## config.mk

```make
export PLATFORM = sky130hd
export DESIGN_NAME = linear_chain_flow_rule_resolver_top_flat
export DESIGN_NICKNAME = d
export VERILOG_FILES = /design/src/hw/rtl/lcfr_pkg.sv /design/src/hw/rtl/lcfr_if.sv /design/src/hw/rtl/lcfr_table.sv /design/src/hw/rtl/linear_chain_flow_rule_resolver_top.sv /design/src/flat_wrapper.sv
export SDC_FILE = /design/constraint.sdc
export NUM_CORES = 1
export LEC_CHECK = 0
export BUFFER_PORTS_ARGS = -buffer_cell sky130_fd_sc_hd__buf_4
export CORE_MARGIN = 2
export CORE_UTILIZATION = 53
export DETAILED_ROUTE_END_ITERATION = 6
export GPL_ROUTABILITY_DRIVEN = 0
export PLACE_DENSITY_LB_ADDON = 0.08
export REMOVE_ABC_BUFFERS = 1
export SETUP_SLACK_MARGIN = 0.02
export SLEW_MARGIN = 20
export SYNTH_ARGS = -nofsm -noshare
export SYNTH_HDL_FRONTEND = slang
export SYNTH_SLANG_ARGS = --single-unit
```

## constraint.sdc

```tcl
create_clock -name clk_i -period 4.7 [get_ports clk_i]
set_input_delay 0.705 -clock clk_i [delete_from_list [all_inputs] [get_ports clk_i]]
set_output_delay 0.705 -clock clk_i [all_outputs]
set_load 0.1 [all_outputs]
```

## src/hw/rtl/lcfr_pkg.sv

```systemverilog
// Shared types and constants for the linear chain flow rule resolver.
// No dependencies; used by the interfaces, the switch table and the top level.

package lcfr_pkg;

  // Fixed field widths
  localparam int ID_W       = 3;
  localparam int NB_W       = 4;
  localparam int ID_MAX     = 7;

  // Configuration port
  localparam int APB_DATA_W = 32;
  localparam int APB_ADDR_W = 3;
  localparam int REG_IDX_W  = 1;
  localparam logic [REG_IDX_W-1:0] REG_NUM_SWITCHES = 1'b0;
  localparam logic [ID_W-1:0]      NUM_SW_RESET     = 3'd7;

  // Message function codes
  localparam logic FUNC_OPEN  = 1'b0;
  localparam logic FUNC_QUERY = 1'b1;

  typedef enum logic [1:0] {
    KIND_ACK  = 2'd0,
    KIND_FWD  = 2'd1,
    KIND_DROP = 2'd2
  } kind_e;

  typedef enum logic [1:0] {
    PORT_NONE  = 2'd0,
    PORT_LEFT  = 2'd1,
    PORT_RIGHT = 2'd2,
    PORT_LOCAL = 2'd3
  } port_e;

  // Switch table access request
  typedef struct packed {
    logic            wr_en;
    logic [ID_W-1:0] wr_id;
    logic            rd_en;
    logic [ID_W-1:0] rd_id;
  } tbl_cmd_t;

endpackage

```

## src/hw/rtl/lcfr_if.sv

```systemverilog
// Valid/ready stream interfaces for request and reply beats.
// Depends on lcfr_pkg for the fixed field widths.

interface lcfr_in_if import lcfr_pkg::*; #(
  parameter int IP_WIDTH = 10
) ();
  logic                   valid;
  logic                   ready;
  logic                   func;
  logic [ID_W-1:0]        switch_id;
  logic signed [NB_W-1:0] left_neighbor;
  logic signed [NB_W-1:0] right_neighbor;
  logic [IP_WIDTH-1:0]    range_lo;
  logic [IP_WIDTH-1:0]    range_hi;
  logic [IP_WIDTH-1:0]    dest_ip;

  modport source (
    output valid, func, switch_id, left_neighbor, right_neighbor, range_lo, range_hi, dest_ip,
    input  ready
  );
  modport sink (
    input  valid, func, switch_id, left_neighbor, right_neighbor, range_lo, range_hi, dest_ip,
    output ready
  );
endinterface

interface lcfr_out_if import lcfr_pkg::*; #(
  parameter int IP_WIDTH = 10
) ();
  logic                valid;
  logic                ready;
  logic [1:0]          reply_kind;
  logic [ID_W-1:0]     target_switch;
  logic [IP_WIDTH-1:0] rule_lo;
  logic [IP_WIDTH-1:0] rule_hi;
  logic [1:0]          out_port;

  modport source (
    output valid, reply_kind, target_switch, rule_lo, rule_hi, out_port,
    input  ready
  );
  modport sink (
    input  valid, reply_kind, target_switch, rule_lo, rule_hi, out_port,
    output ready
  );
endinterface

```

## src/hw/rtl/lcfr_table.sv

```systemverilog
// Switch table: one-read one-write synchronous memory plus per-entry active flags.
// Depends on lcfr_pkg for the access request struct.

module lcfr_table import lcfr_pkg::*; #(
  parameter int MAX_SWITCHES = 7,
  parameter int ENTRY_W      = 28
) (
  input  logic                    clk_i,
  input  logic                    rst_ni,
  input  tbl_cmd_t                cmd_i,
  input  logic [ENTRY_W-1:0]      wr_data_i,
  output logic [ENTRY_W-1:0]      rd_data_o,
  output logic [MAX_SWITCHES-1:0] active_o
);

  localparam int AW = (MAX_SWITCHES > 1) ? $clog2(MAX_SWITCHES) : 1;

  logic [ENTRY_W-1:0]      mem [MAX_SWITCHES];
  logic [ENTRY_W-1:0]      rd_data_q;
  logic [MAX_SWITCHES-1:0] active_q;
  logic [AW-1:0]           wr_idx;
  logic [AW-1:0]           rd_idx;

  // Switch numbers start at one
  assign wr_idx = AW'(cmd_i.wr_id - ID_W'(1));
  assign rd_idx = AW'(cmd_i.rd_id - ID_W'(1));

  // Write and registered read
  always_ff @(posedge clk_i) begin
    if (cmd_i.wr_en) begin
      mem[wr_idx] <= wr_data_i;
    end
    if (cmd_i.rd_en) begin
      rd_data_q <= mem[rd_idx];
    end
  end

  // Mark an entry active once written; reset leaves all inactive
  always_ff @(posedge clk_i or negedge rst_ni) begin
    if (!rst_ni) begin
      active_q <= '0;
    end else if (cmd_i.wr_en) begin
      active_q[wr_idx] <= 1'b1;
    end
  end

  assign rd_data_o = rd_data_q;
  assign active_o  = active_q;

endmodule

```

## src/hw/rtl/linear_chain_flow_rule_resolver_top.sv

```systemverilog
// Top level of the linear chain flow rule resolver: sequencer, config register, reply buffer.
// Depends on lcfr_pkg, lcfr_if and lcfr_table.
//
//  channel | dir | handshake              | beat contents
//  --------+-----+------------------------+------------------------------------------------
//  in_i    | in  | valid/ready            | func, switch_id, neighbors, range, dest_ip
//  out_o   | out | valid/ready            | reply_kind, target_switch, rule_lo/hi, out_port
//  apb     | in  | psel/penable, pready=1 | num_switches at byte address 0
//
// An open beat writes its table entry, if present, on accept and goes straight to the reply.
// A query searches up to num_switches entries for the owner, checks its own entry, then walks
// up to 2*MAX_SWITCHES steps over both directions; the table's single read port visits one
// entry per cycle. Reset clears all entries to inactive at once, with no sweep.
// The reply waits in an output register; a new beat is accepted as soon as the sequencer
// has handed its reply to that register.

module linear_chain_flow_rule_resolver_top import lcfr_pkg::*; #(
  parameter int MAX_SWITCHES = 7,
  parameter int IP_WIDTH     = 10
) (
  input  logic                  clk_i,
  input  logic                  rst_ni,
  lcfr_in_if.sink               in_i,
  lcfr_out_if.source            out_o,
  input  logic                  psel,
  input  logic                  penable,
  input  logic                  pwrite,
  input  logic [APB_ADDR_W-1:0] paddr,
  input  logic [APB_DATA_W-1:0] pwdata,
  output logic [APB_DATA_W-1:0] prdata,
  output logic                  pready
);

  localparam int AW   = (MAX_SWITCHES > 1) ? $clog2(MAX_SWITCHES) : 1;
  localparam int SW   = $clog2(MAX_SWITCHES + 1);
  localparam int EW   = 2 * NB_W + 2 * IP_WIDTH;
  localparam int CapN = (MAX_SWITCHES < ID_MAX) ? MAX_SWITCHES : ID_MAX;

  typedef enum logic [2:0] {
    ST_IDLE,
    ST_OWNER,
    ST_ME,
    ST_WALK,
    ST_DONE
  } state_e;

  state_e                 state_q, state_d;
  logic [ID_W-1:0]        num_q, num_d;
  logic [ID_W-1:0]        present_n;
  logic [ID_W-1:0]        id_q, id_d;
  logic [ID_W-1:0]        idx_q, idx_d;
  logic [SW-1:0]          steps_q, steps_d;
  logic                   dir_right_q, dir_right_d;
  logic [IP_WIDTH-1:0]    ip_q, ip_d;
  logic signed [NB_W-1:0] me_left_q, me_left_d;
  kind_e                  kind_q, kind_d;
  port_e                  port_q, port_d;
  logic [IP_WIDTH-1:0]    lo_q, lo_d;
  logic [IP_WIDTH-1:0]    hi_q, hi_d;
  logic                   out_valid_q, out_valid_d;
  kind_e                  out_kind_q, out_kind_d;
  port_e                  out_port_q, out_port_d;
  logic [ID_W-1:0]        out_id_q, out_id_d;
  logic [IP_WIDTH-1:0]    out_lo_q, out_lo_d;
  logic [IP_WIDTH-1:0]    out_hi_q, out_hi_d;

  tbl_cmd_t               tbl_cmd;
  logic [EW-1:0]          wr_data;
  logic [EW-1:0]          rd_data;
  logic [MAX_SWITCHES-1:0] active;
  logic signed [NB_W-1:0] rd_left;
  logic signed [NB_W-1:0] rd_right;
  logic signed [NB_W-1:0] nxt;
  logic [IP_WIDTH-1:0]    rd_lo;
  logic [IP_WIDTH-1:0]    rd_hi;
  logic                   cur_act;
  logic                   owns_rd;
  logic                   in_fire;
  logic                   cfg_wr;

  // Entry is present in the chain
  function automatic logic is_present(logic [ID_W-1:0] id, logic [ID_W-1:0] n);
    return (id != '0) && (id <= n);
  endfunction

  // Entry is present and has been opened
  function automatic logic id_ok(logic [ID_W-1:0] id, logic [ID_W-1:0] n,
                                 logic [MAX_SWITCHES-1:0] act);
    return is_present(id, n) && act[AW'(id - ID_W'(1))];
  endfunction

  // Neighbor continues a walk; a negative value ends it
  function automatic logic nb_ok(logic signed [NB_W-1:0] nb, logic [ID_W-1:0] n,
                                 logic [MAX_SWITCHES-1:0] act);
    return !nb[NB_W-1] && id_ok(nb[ID_W-1:0], n, act);
  endfunction

  // Configuration register
  assign pready = 1'b1;
  assign cfg_wr = psel && penable && pwrite
                  && (paddr[APB_ADDR_W-1:2] == REG_NUM_SWITCHES);
  assign num_d  = cfg_wr ? pwdata[ID_W-1:0] : num_q;
  assign prdata = (paddr[APB_ADDR_W-1:2] == REG_NUM_SWITCHES)
                  ? {{(APB_DATA_W-ID_W){1'b0}}, num_q} : '0;

  // Clamp the switch count to the table depth
  assign present_n = (num_q > ID_W'(CapN)) ? ID_W'(CapN) : num_q;

  // Switch table
  lcfr_table #(
    .MAX_SWITCHES (MAX_SWITCHES),
    .ENTRY_W      (EW)
  ) u_table (
    .clk_i     (clk_i),
    .rst_ni    (rst_ni),
    .cmd_i     (tbl_cmd),
    .wr_data_i (wr_data),
    .rd_data_o (rd_data),
    .active_o  (active)
  );

  assign wr_data  = {in_i.left_neighbor, in_i.right_neighbor, in_i.range_lo, in_i.range_hi};
  assign rd_left  = rd_data[EW-1 -: NB_W];
  assign rd_right = rd_data[EW-1-NB_W -: NB_W];
  assign rd_lo    = rd_data[2*IP_WIDTH-1 -: IP_WIDTH];
  assign rd_hi    = rd_data[IP_WIDTH-1:0];

  // Entry under evaluation holds the destination
  assign cur_act = active[AW'(idx_q - ID_W'(1))];
  assign owns_rd = cur_act && (ip_q >= rd_lo) && (ip_q <= rd_hi);
  assign nxt     = dir_right_q ? rd_right : rd_left;

  assign in_i.ready = (state_q == ST_IDLE);
  assign in_fire    = in_i.valid && in_i.ready;

  // Sequencer: owner search, own range check, right walk, then left walk.
  // Table writes only happen on an accepted open beat, never during a query,
  // so reads and writes to one entry cannot overlap.
  always_comb begin
    state_d     = state_q;
    id_d        = id_q;
    idx_d       = idx_q;
    steps_d     = steps_q;
    dir_right_d = dir_right_q;
    ip_d        = ip_q;
    me_left_d   = me_left_q;
    kind_d      = kind_q;
    port_d      = port_q;
    lo_d        = lo_q;
    hi_d        = hi_q;
    out_valid_d = out_valid_q && !out_o.ready;
    out_kind_d  = out_kind_q;
    out_port_d  = out_port_q;
    out_id_d    = out_id_q;
    out_lo_d    = out_lo_q;
    out_hi_d    = out_hi_q;
    tbl_cmd     = '0;

    unique case (state_q)
      ST_IDLE: begin
        if (in_fire) begin
          id_d   = in_i.switch_id;
          ip_d   = in_i.dest_ip;
          port_d = PORT_NONE;
          if (in_i.func == FUNC_OPEN) begin
            tbl_cmd.wr_en = is_present(in_i.switch_id, present_n);
            tbl_cmd.wr_id = in_i.switch_id;
            kind_d        = KIND_ACK;
            lo_d          = '0;
            hi_d          = '0;
            state_d       = ST_DONE;
          end else if (present_n == '0) begin
            kind_d  = KIND_DROP;
            lo_d    = in_i.dest_ip;
            hi_d    = in_i.dest_ip;
            state_d = ST_DONE;
          end else begin
            tbl_cmd.rd_en = 1'b1;
            tbl_cmd.rd_id = ID_W'(1);
            idx_d         = ID_W'(1);
            state_d       = ST_OWNER;
          end
        end
      end
      ST_OWNER: begin
        if (owns_rd) begin
          // Lowest-numbered owner sets the rule range
          lo_d = rd_lo;
          hi_d = rd_hi;
          if (id_ok(id_q, present_n, active)) begin
            tbl_cmd.rd_en = 1'b1;
            tbl_cmd.rd_id = id_q;
            idx_d         = id_q;
            state_d       = ST_ME;
          end else begin
            kind_d  = KIND_DROP;
            state_d = ST_DONE;
          end
        end else if (idx_q == present_n) begin
          // Unknown destination: drop the single address
          kind_d  = KIND_DROP;
          lo_d    = ip_q;
          hi_d    = ip_q;
          state_d = ST_DONE;
        end else begin
          tbl_cmd.rd_en = 1'b1;
          tbl_cmd.rd_id = idx_q + ID_W'(1);
          idx_d         = idx_q + ID_W'(1);
        end
      end
      ST_ME: begin
        me_left_d = rd_left;
        if (owns_rd) begin
          kind_d  = KIND_FWD;
          port_d  = PORT_LOCAL;
          lo_d    = rd_lo;
          hi_d    = rd_hi;
          state_d = ST_DONE;
        end else if (nb_ok(rd_right, present_n, active)) begin
          tbl_cmd.rd_en = 1'b1;
          tbl_cmd.rd_id = rd_right[ID_W-1:0];
          idx_d         = rd_right[ID_W-1:0];
          steps_d       = SW'(1);
          dir_right_d   = 1'b1;
          state_d       = ST_WALK;
        end else if (nb_ok(rd_left, present_n, active)) begin
          tbl_cmd.rd_en = 1'b1;
          tbl_cmd.rd_id = rd_left[ID_W-1:0];
          idx_d         = rd_left[ID_W-1:0];
          steps_d       = SW'(1);
          dir_right_d   = 1'b0;
          state_d       = ST_WALK;
        end else begin
          kind_d  = KIND_DROP;
          state_d = ST_DONE;
        end
      end
      ST_WALK: begin
        if (owns_rd) begin
          kind_d  = KIND_FWD;
          port_d  = dir_right_q ? PORT_RIGHT : PORT_LEFT;
          state_d = ST_DONE;
        end else if ((steps_q != SW'(MAX_SWITCHES)) && nb_ok(nxt, present_n, active)) begin
          tbl_cmd.rd_en = 1'b1;
          tbl_cmd.rd_id = nxt[ID_W-1:0];
          idx_d         = nxt[ID_W-1:0];
          steps_d       = steps_q + SW'(1);
        end else if (dir_right_q && nb_ok(me_left_q, present_n, active)) begin
          // Right side failed: try the left side
          tbl_cmd.rd_en = 1'b1;
          tbl_cmd.rd_id = me_left_q[ID_W-1:0];
          idx_d         = me_left_q[ID_W-1:0];
          steps_d       = SW'(1);
          dir_right_d   = 1'b0;
        end else begin
          kind_d  = KIND_DROP;
          state_d = ST_DONE;
        end
      end
      ST_DONE: begin
        // Hand the reply to the output register once it is free
        if (!out_valid_q || out_o.ready) begin
          out_valid_d = 1'b1;
          out_kind_d  = kind_q;
          out_port_d  = port_q;
          out_id_d    = id_q;
          out_lo_d    = lo_q;
          out_hi_d    = hi_q;
          state_d     = ST_IDLE;
        end
      end
      default: begin
        state_d = ST_IDLE;
      end
    endcase
  end

  // State, config and registered outputs
  always_ff @(posedge clk_i or negedge rst_ni) begin
    if (!rst_ni) begin
      state_q     <= ST_IDLE;
      num_q       <= NUM_SW_RESET;
      id_q        <= '0;
      idx_q       <= '0;
      steps_q     <= '0;
      dir_right_q <= 1'b0;
      ip_q        <= '0;
      me_left_q   <= '0;
      kind_q      <= KIND_ACK;
      port_q      <= PORT_NONE;
      lo_q        <= '0;
      hi_q        <= '0;
      out_valid_q <= 1'b0;
      out_kind_q  <= KIND_ACK;
      out_port_q  <= PORT_NONE;
      out_id_q    <= '0;
      out_lo_q    <= '0;
      out_hi_q    <= '0;
    end else begin
      state_q     <= state_d;
      num_q       <= num_d;
      id_q        <= id_d;
      idx_q       <= idx_d;
      steps_q     <= steps_d;
      dir_right_q <= dir_right_d;
      ip_q        <= ip_d;
      me_left_q   <= me_left_d;
      kind_q      <= kind_d;
      port_q      <= port_d;
      lo_q        <= lo_d;
      hi_q        <= hi_d;
      out_valid_q <= out_valid_d;
      out_kind_q  <= out_kind_d;
      out_port_q  <= out_port_d;
      out_id_q    <= out_id_d;
      out_lo_q    <= out_lo_d;
      out_hi_q    <= out_hi_d;
    end
  end

  assign out_o.valid         = out_valid_q;
  assign out_o.reply_kind    = out_kind_q;
  assign out_o.target_switch = out_id_q;
  assign out_o.rule_lo       = out_lo_q;
  assign out_o.rule_hi       = out_hi_q;
  assign out_o.out_port      = out_port_q;

  // Table reads only target present entries
  a_rd_present: assert property (@(posedge clk_i) disable iff (!rst_ni)
    tbl_cmd.rd_en |-> is_present(tbl_cmd.rd_id, present_n))
    else $error("table read of an absent entry");

  // Table writes only come from an accepted open beat
  a_wr_on_open: assert property (@(posedge clk_i) disable iff (!rst_ni)
    tbl_cmd.wr_en |-> (in_fire && (in_i.func == FUNC_OPEN)))
    else $error("table write outside an open beat");

  // A walk never visits more entries than the table holds
  a_walk_bound: assert property (@(posedge clk_i) disable iff (!rst_ni)
    (state_q == ST_WALK) |-> ((steps_q != '0) && (steps_q <= SW'(MAX_SWITCHES))))
    else $error("walk step count out of range");

  // A finished reply reaches the output register on the next edge
  a_reply_loaded: assert property (@(posedge clk_i) disable iff (!rst_ni)
    ((state_q == ST_DONE) && (!out_valid_q || out_o.ready)) |=>
      (out_valid_q && (state_q == ST_IDLE)))
    else $error("reply not loaded into output register");

  // Forward replies always carry a port; others never do
  a_fwd_port: assert property (@(posedge clk_i) disable iff (!rst_ni)
    out_valid_q |-> ((out_kind_q == KIND_FWD) == (out_port_q != PORT_NONE)))
    else $error("forward port does not match reply kind");

endmodule
```

## src/flat_wrapper.sv

```systemverilog
// flat-port wrapper written by rule: the top's interface ports become plain ports
module linear_chain_flow_rule_resolver_top_flat import lcfr_pkg::*;
#(
  parameter int MAX_SWITCHES = 7,
  parameter int IP_WIDTH     = 10
)
  (clk_i, rst_ni, psel, penable, pwrite, paddr, pwdata, prdata, pready, in_i_valid, in_i_func, in_i_switch_id, in_i_left_neighbor, in_i_right_neighbor, in_i_range_lo, in_i_range_hi, in_i_dest_ip, in_i_ready, out_o_valid, out_o_reply_kind, out_o_target_switch, out_o_rule_lo, out_o_rule_hi, out_o_out_port, out_o_ready);
  lcfr_in_if #(.IP_WIDTH(IP_WIDTH)) in_i_i ();
  lcfr_out_if #(.IP_WIDTH(IP_WIDTH)) out_o_i ();
  input  logic clk_i;
  input  logic rst_ni;
  input  logic psel;
  input  logic penable;
  input  logic pwrite;
  input  logic [APB_ADDR_W-1:0] paddr;
  input  logic [APB_DATA_W-1:0] pwdata;
  output logic [APB_DATA_W-1:0] prdata;
  output logic pready;
  input wire logic [$bits(in_i_i.valid)-1:0] in_i_valid;
  input wire logic [$bits(in_i_i.func)-1:0] in_i_func;
  input wire logic [$bits(in_i_i.switch_id)-1:0] in_i_switch_id;
  input wire logic [$bits(in_i_i.left_neighbor)-1:0] in_i_left_neighbor;
  input wire logic [$bits(in_i_i.right_neighbor)-1:0] in_i_right_neighbor;
  input wire logic [$bits(in_i_i.range_lo)-1:0] in_i_range_lo;
  input wire logic [$bits(in_i_i.range_hi)-1:0] in_i_range_hi;
  input wire logic [$bits(in_i_i.dest_ip)-1:0] in_i_dest_ip;
  output wire logic [$bits(in_i_i.ready)-1:0] in_i_ready;
  output wire logic [$bits(out_o_i.valid)-1:0] out_o_valid;
  output wire logic [$bits(out_o_i.reply_kind)-1:0] out_o_reply_kind;
  output wire logic [$bits(out_o_i.target_switch)-1:0] out_o_target_switch;
  output wire logic [$bits(out_o_i.rule_lo)-1:0] out_o_rule_lo;
  output wire logic [$bits(out_o_i.rule_hi)-1:0] out_o_rule_hi;
  output wire logic [$bits(out_o_i.out_port)-1:0] out_o_out_port;
  input wire logic [$bits(out_o_i.ready)-1:0] out_o_ready;
  assign in_i_i.valid = in_i_valid;
  assign in_i_i.func = in_i_func;
  assign in_i_i.switch_id = in_i_switch_id;
  assign in_i_i.left_neighbor = in_i_left_neighbor;
  assign in_i_i.right_neighbor = in_i_right_neighbor;
  assign in_i_i.range_lo = in_i_range_lo;
  assign in_i_i.range_hi = in_i_range_hi;
  assign in_i_i.dest_ip = in_i_dest_ip;
  assign in_i_ready = in_i_i.ready;
  assign out_o_valid = out_o_i.valid;
  assign out_o_reply_kind = out_o_i.reply_kind;
  assign out_o_target_switch = out_o_i.target_switch;
  assign out_o_rule_lo = out_o_i.rule_lo;
  assign out_o_rule_hi = out_o_i.rule_hi;
  assign out_o_out_port = out_o_i.out_port;
  assign out_o_i.ready = out_o_ready;
  linear_chain_flow_rule_resolver_top #(.MAX_SWITCHES(MAX_SWITCHES), .IP_WIDTH(IP_WIDTH)) u_core (.clk_i(clk_i), .rst_ni(rst_ni), .in_i(in_i_i), .out_o(out_o_i), .psel(psel), .penable(penable), .pwrite(pwrite), .paddr(paddr), .pwdata(pwdata), .prdata(prdata), .pready(pready));
endmodule
```

==> results.py <==
metrics = {
    "die": {
        "fp.coreArea_um2": 26800,
        "die_x_um": 168.8,
        "dieArea_um2": 28490,
        "io_pins": 146,
        "rows": 60,
        "die_y_um": 168.8,
        "start_util_pct": 53.70,
    },
    "route": {
        "drtIter0Drc": 950,
        "wl_per_cell_um": 19.79,
        "ant_nets": 0,
        "drc": 1,
        "via_per_inst": 5.696,
        "drtPass1Iterations": 7,
        "wl_um": 29560,
        "num_vias": 8510,
    },
    "setup_path": {
        "path_common_cell": "inv_1",
        "crit_arrival_ns": 4.59,
        "required_ns": 4.94,
        "r2r_start": "u_core.u_table.rd_data_o[25]",
        "crit_chain": "inv_1 > o21ai_1 > inv_1 > ha_1 > inv_1 > nand2_1 > o221a_2 > a2111oi_4 > o21ai_1 > o22ai_1 > a31oi_1 > a21o_1 > ha_4 > buf_4 > mux4_2 > mux2_2",
        "crit_path_max_incr_delay_ns": 0.46,
        "r2r_cells": 16,
        "cp_num_buf_inv": 4,
        "critPathTopFamily": "compound AO/OA/AOI/OAI gates",
        "cp-end-kind": "register",
        "path_class": "register to register",
        "cp.depth": 16,
        "cp-startpoint": "u_core.u_table.rd_data_o[25]",
        "crit_slowest_cell": "edfxtp_1",
        "crit_fanout": 13,
        "critPathLaunchType": "register",
    },
    "yosys": {
        "yosysWarnings": 0,
        "synthAdderAreaFrac_pct": 4.694,
        "yosysTopAreaCellShare_pct": 46.74,
        "synth-simple-area-share_pct": 7.754,
        "yosys.area.top_type": "edfxtp_1",
        "synth-xor-area-share_pct": 0.8606,
        "synth.area.top_cells": "edfxtp_1 47%, dfrtp_1 15%, ha_1 4.7%, mux2_2 4.5%, mux4_2 4.2%",
        "ys_ff_latch": 313,
        "synth_compound_area_share_pct": 7.981,
        "netlist_area_um2": 14390,
        "synthMuxAreaShare_pct": 11.18,
        "synth-async-reset-ratio_pct": 28.43,
        "synth_seq_area_share_pct": 62.24,
        "netlist_instances": 1028,
        "yosysUniqueCellTypes": 67,
        "synth_commonest_cells": "224 x edfxtp_1, 107 x nand2_1, 86 x dfrtp_1",
        "synth_top_family_by_area": "multiplexers",
        "synth_most_common_cell": "edfxtp_1",
        "synth_area_per_cell_um2": 14.00,
        "synth_flop_cell": "edfxtp_1",
        "synth_edf_count": 224,
    },
    "clock_network": {
        "cts-htree-levels": 2,
        "clkLatencyLatePin_ns": 0.51,
        "cts_tree": "built",
        "clock_path_buffers": 3,
        "numCtsBuffers": 34,
        "cts_sinks": 313,
        "post-cts-setup-buffers": 0,
        "cts_root_buf": "clkbuf_16",
        "clkTransAtPathRegs_ns": 0.06,
    },
    "run_status": {
        "violations": "DRC",
        "status": "complete, but fails checks",
    },
    "hold_path": {
        "hold_path_class": "primary input to asynchronous set/reset pin",
    },
    "global_route": {
        "grt_pass1_vias": 8234,
        "antenna_found_initial": 0,
        "grt_start_max_net_pins": 56,
        "grt.overflow.total": 0,
        "grt_pass1_wl_um": 46420,
        "grt_util_all_layers_pct": 21.13,
    },
    "job": {
        "drv_cap": 0,
    },
    "sta": {
        "setup_viol": 0,
        "worst_slew_pin_slew_ns": 0.9739,
        "period_share_pct": 92.60,
        "finalHoldViolCount": 0,
        "slew_headroom_pct": 35.07,
        "slew_viol_final": 0,
        "grt_setup_unrepaired": "false",
        "finalCriticalPeriod_ns": 4.352,
        "clock-skew-final_ns": 0.01841,
        "max_freq_mhz": 229.8,
        "hold_slack_ns": 0.2549,
    },
    "final_layout": {
        "fill_cells": 2068,
        "drive_above_1_share_pct": 23.85,
        "nets": 1270,
        "final_util_pct": 61.69,
        "antenna_cells": 0,
        "fin_cells": 1494,
        "area_delta_synth_final_pct": 14.87,
    },
    "placement": {
        "place_hpwl_um": 19180,
        "place_inst": 1437,
        "io_buffers": 84,
    },
}
[path summary, 6_finish.rpt]
check | to | slack [ns]
max in group asynchronous | u_core.out_o.rule_hi[4] | 3.50
max | u_core.u_table.rd_data_o[18] | 0.35
min in group clk_i | u_core.ip_q[8] | 0.41
min | u_core.steps_q[1] | 0.25
min reg2reg | u_core.lo_q[1] | 0.48
max reg2reg | u_core.u_table.rd_data_o[18] | 0.35
[logic make-up after synthesis]
logic type | Yosys count
other | 2
flip-flops | 313
multiplexers | 107
XOR/XNOR | 12
adder cells (fa/ha/maj) | 54
AO/OA/AOI/OAI | 157
buffers and inverters | 152
AND/OR/NAND/NOR | 231
[through the flow]
step | instance area (µm²) | setup slack, ns | TNS, ns
after floorplan | 14030 | -3.215 | -261.19
after global placement | 15420 | 0.2805 | 0
after detailed placement | 15420 | 0.2613 | 0
after CTS | 16520 | 0.2313 | 0
after global routing | 16530 | 0.1163 | 0
final | 16530 | 0.3478 | 0
[metal layers]
layer	vias to the layer above	track usage, %	routed length, µm
met5	-	0	0
met4	0	4.460	403
met3	36	3.016	1500
met2	235	33.82	13920
met1	4195	31.22	13740
li1	4044	-	-
[flip-flops by register name (all words and copies together) (netlist names), 4 cells and up]
register                  count
u_core.ip_q                  10
u_core.u_table.active_o       7
u_core.out_o.rule_lo         10
u_core.lo_q                  10
u_core.u_table.rd_data_o     28
u_core.out_o.rule_hi         10
u_core.u_table.mem          196
u_core.hi_q                  10
u_core.me_left_q              4
[worst reg2reg max path: cells and delay by family, from the launching register on]
family	cells	cell delay, ns
AOI/OAI and AO/OA	7	1.72
adders and majority gates	2	0.70
and+or+nand+nor	1	0.05
DFF	1	0.46
muxes	2	0.63
buffers and inverters	4	0.52
[placed cells by master, fill, tap and decap left out, drive strengths merged, types with 10 or more instances in the layout]
cell type / count
conb: 30
nand4: 32
dfrtp: 86
and3: 10
nand3: 12
mux4: 33
mux2i: 12
inv: 79
a222oi: 20
nand2: 107
clkbuf: 44
o21ai: 50
edfxtp: 224
ha: 54
buf: 116
nor2: 22
mux2: 62
o221ai: 28
a21oi: 15
[what timing repair did]
action / in CTS / in global routing
setup endpoints to repair: 0 / 4
gates resized for setup: 0 / 2
hold buffers: 0 / 0
[area by class of cell]
| type | instances | area, µm² | share of cell area (%) |
|---|---|---|---|
| sequential | 313 | 8957 | 54.18 |
| multi-input combinational | 591 | 4820 | 29.15 |
| clock buffer | 44 | 939.7 | 5.683 |
| timing repair buffer | 116 | 937.1 | 5.668 |
| tap | 341 | 426.7 | 2.581 |
| inverter | 76 | 287.8 | 1.741 |
| clock inverter | 13 | 165.2 | 0.9989 |
Power is left out: the tool's default activity adds up to more than one toggle a clock period on the data nets, which glitch-free logic cannot reach.
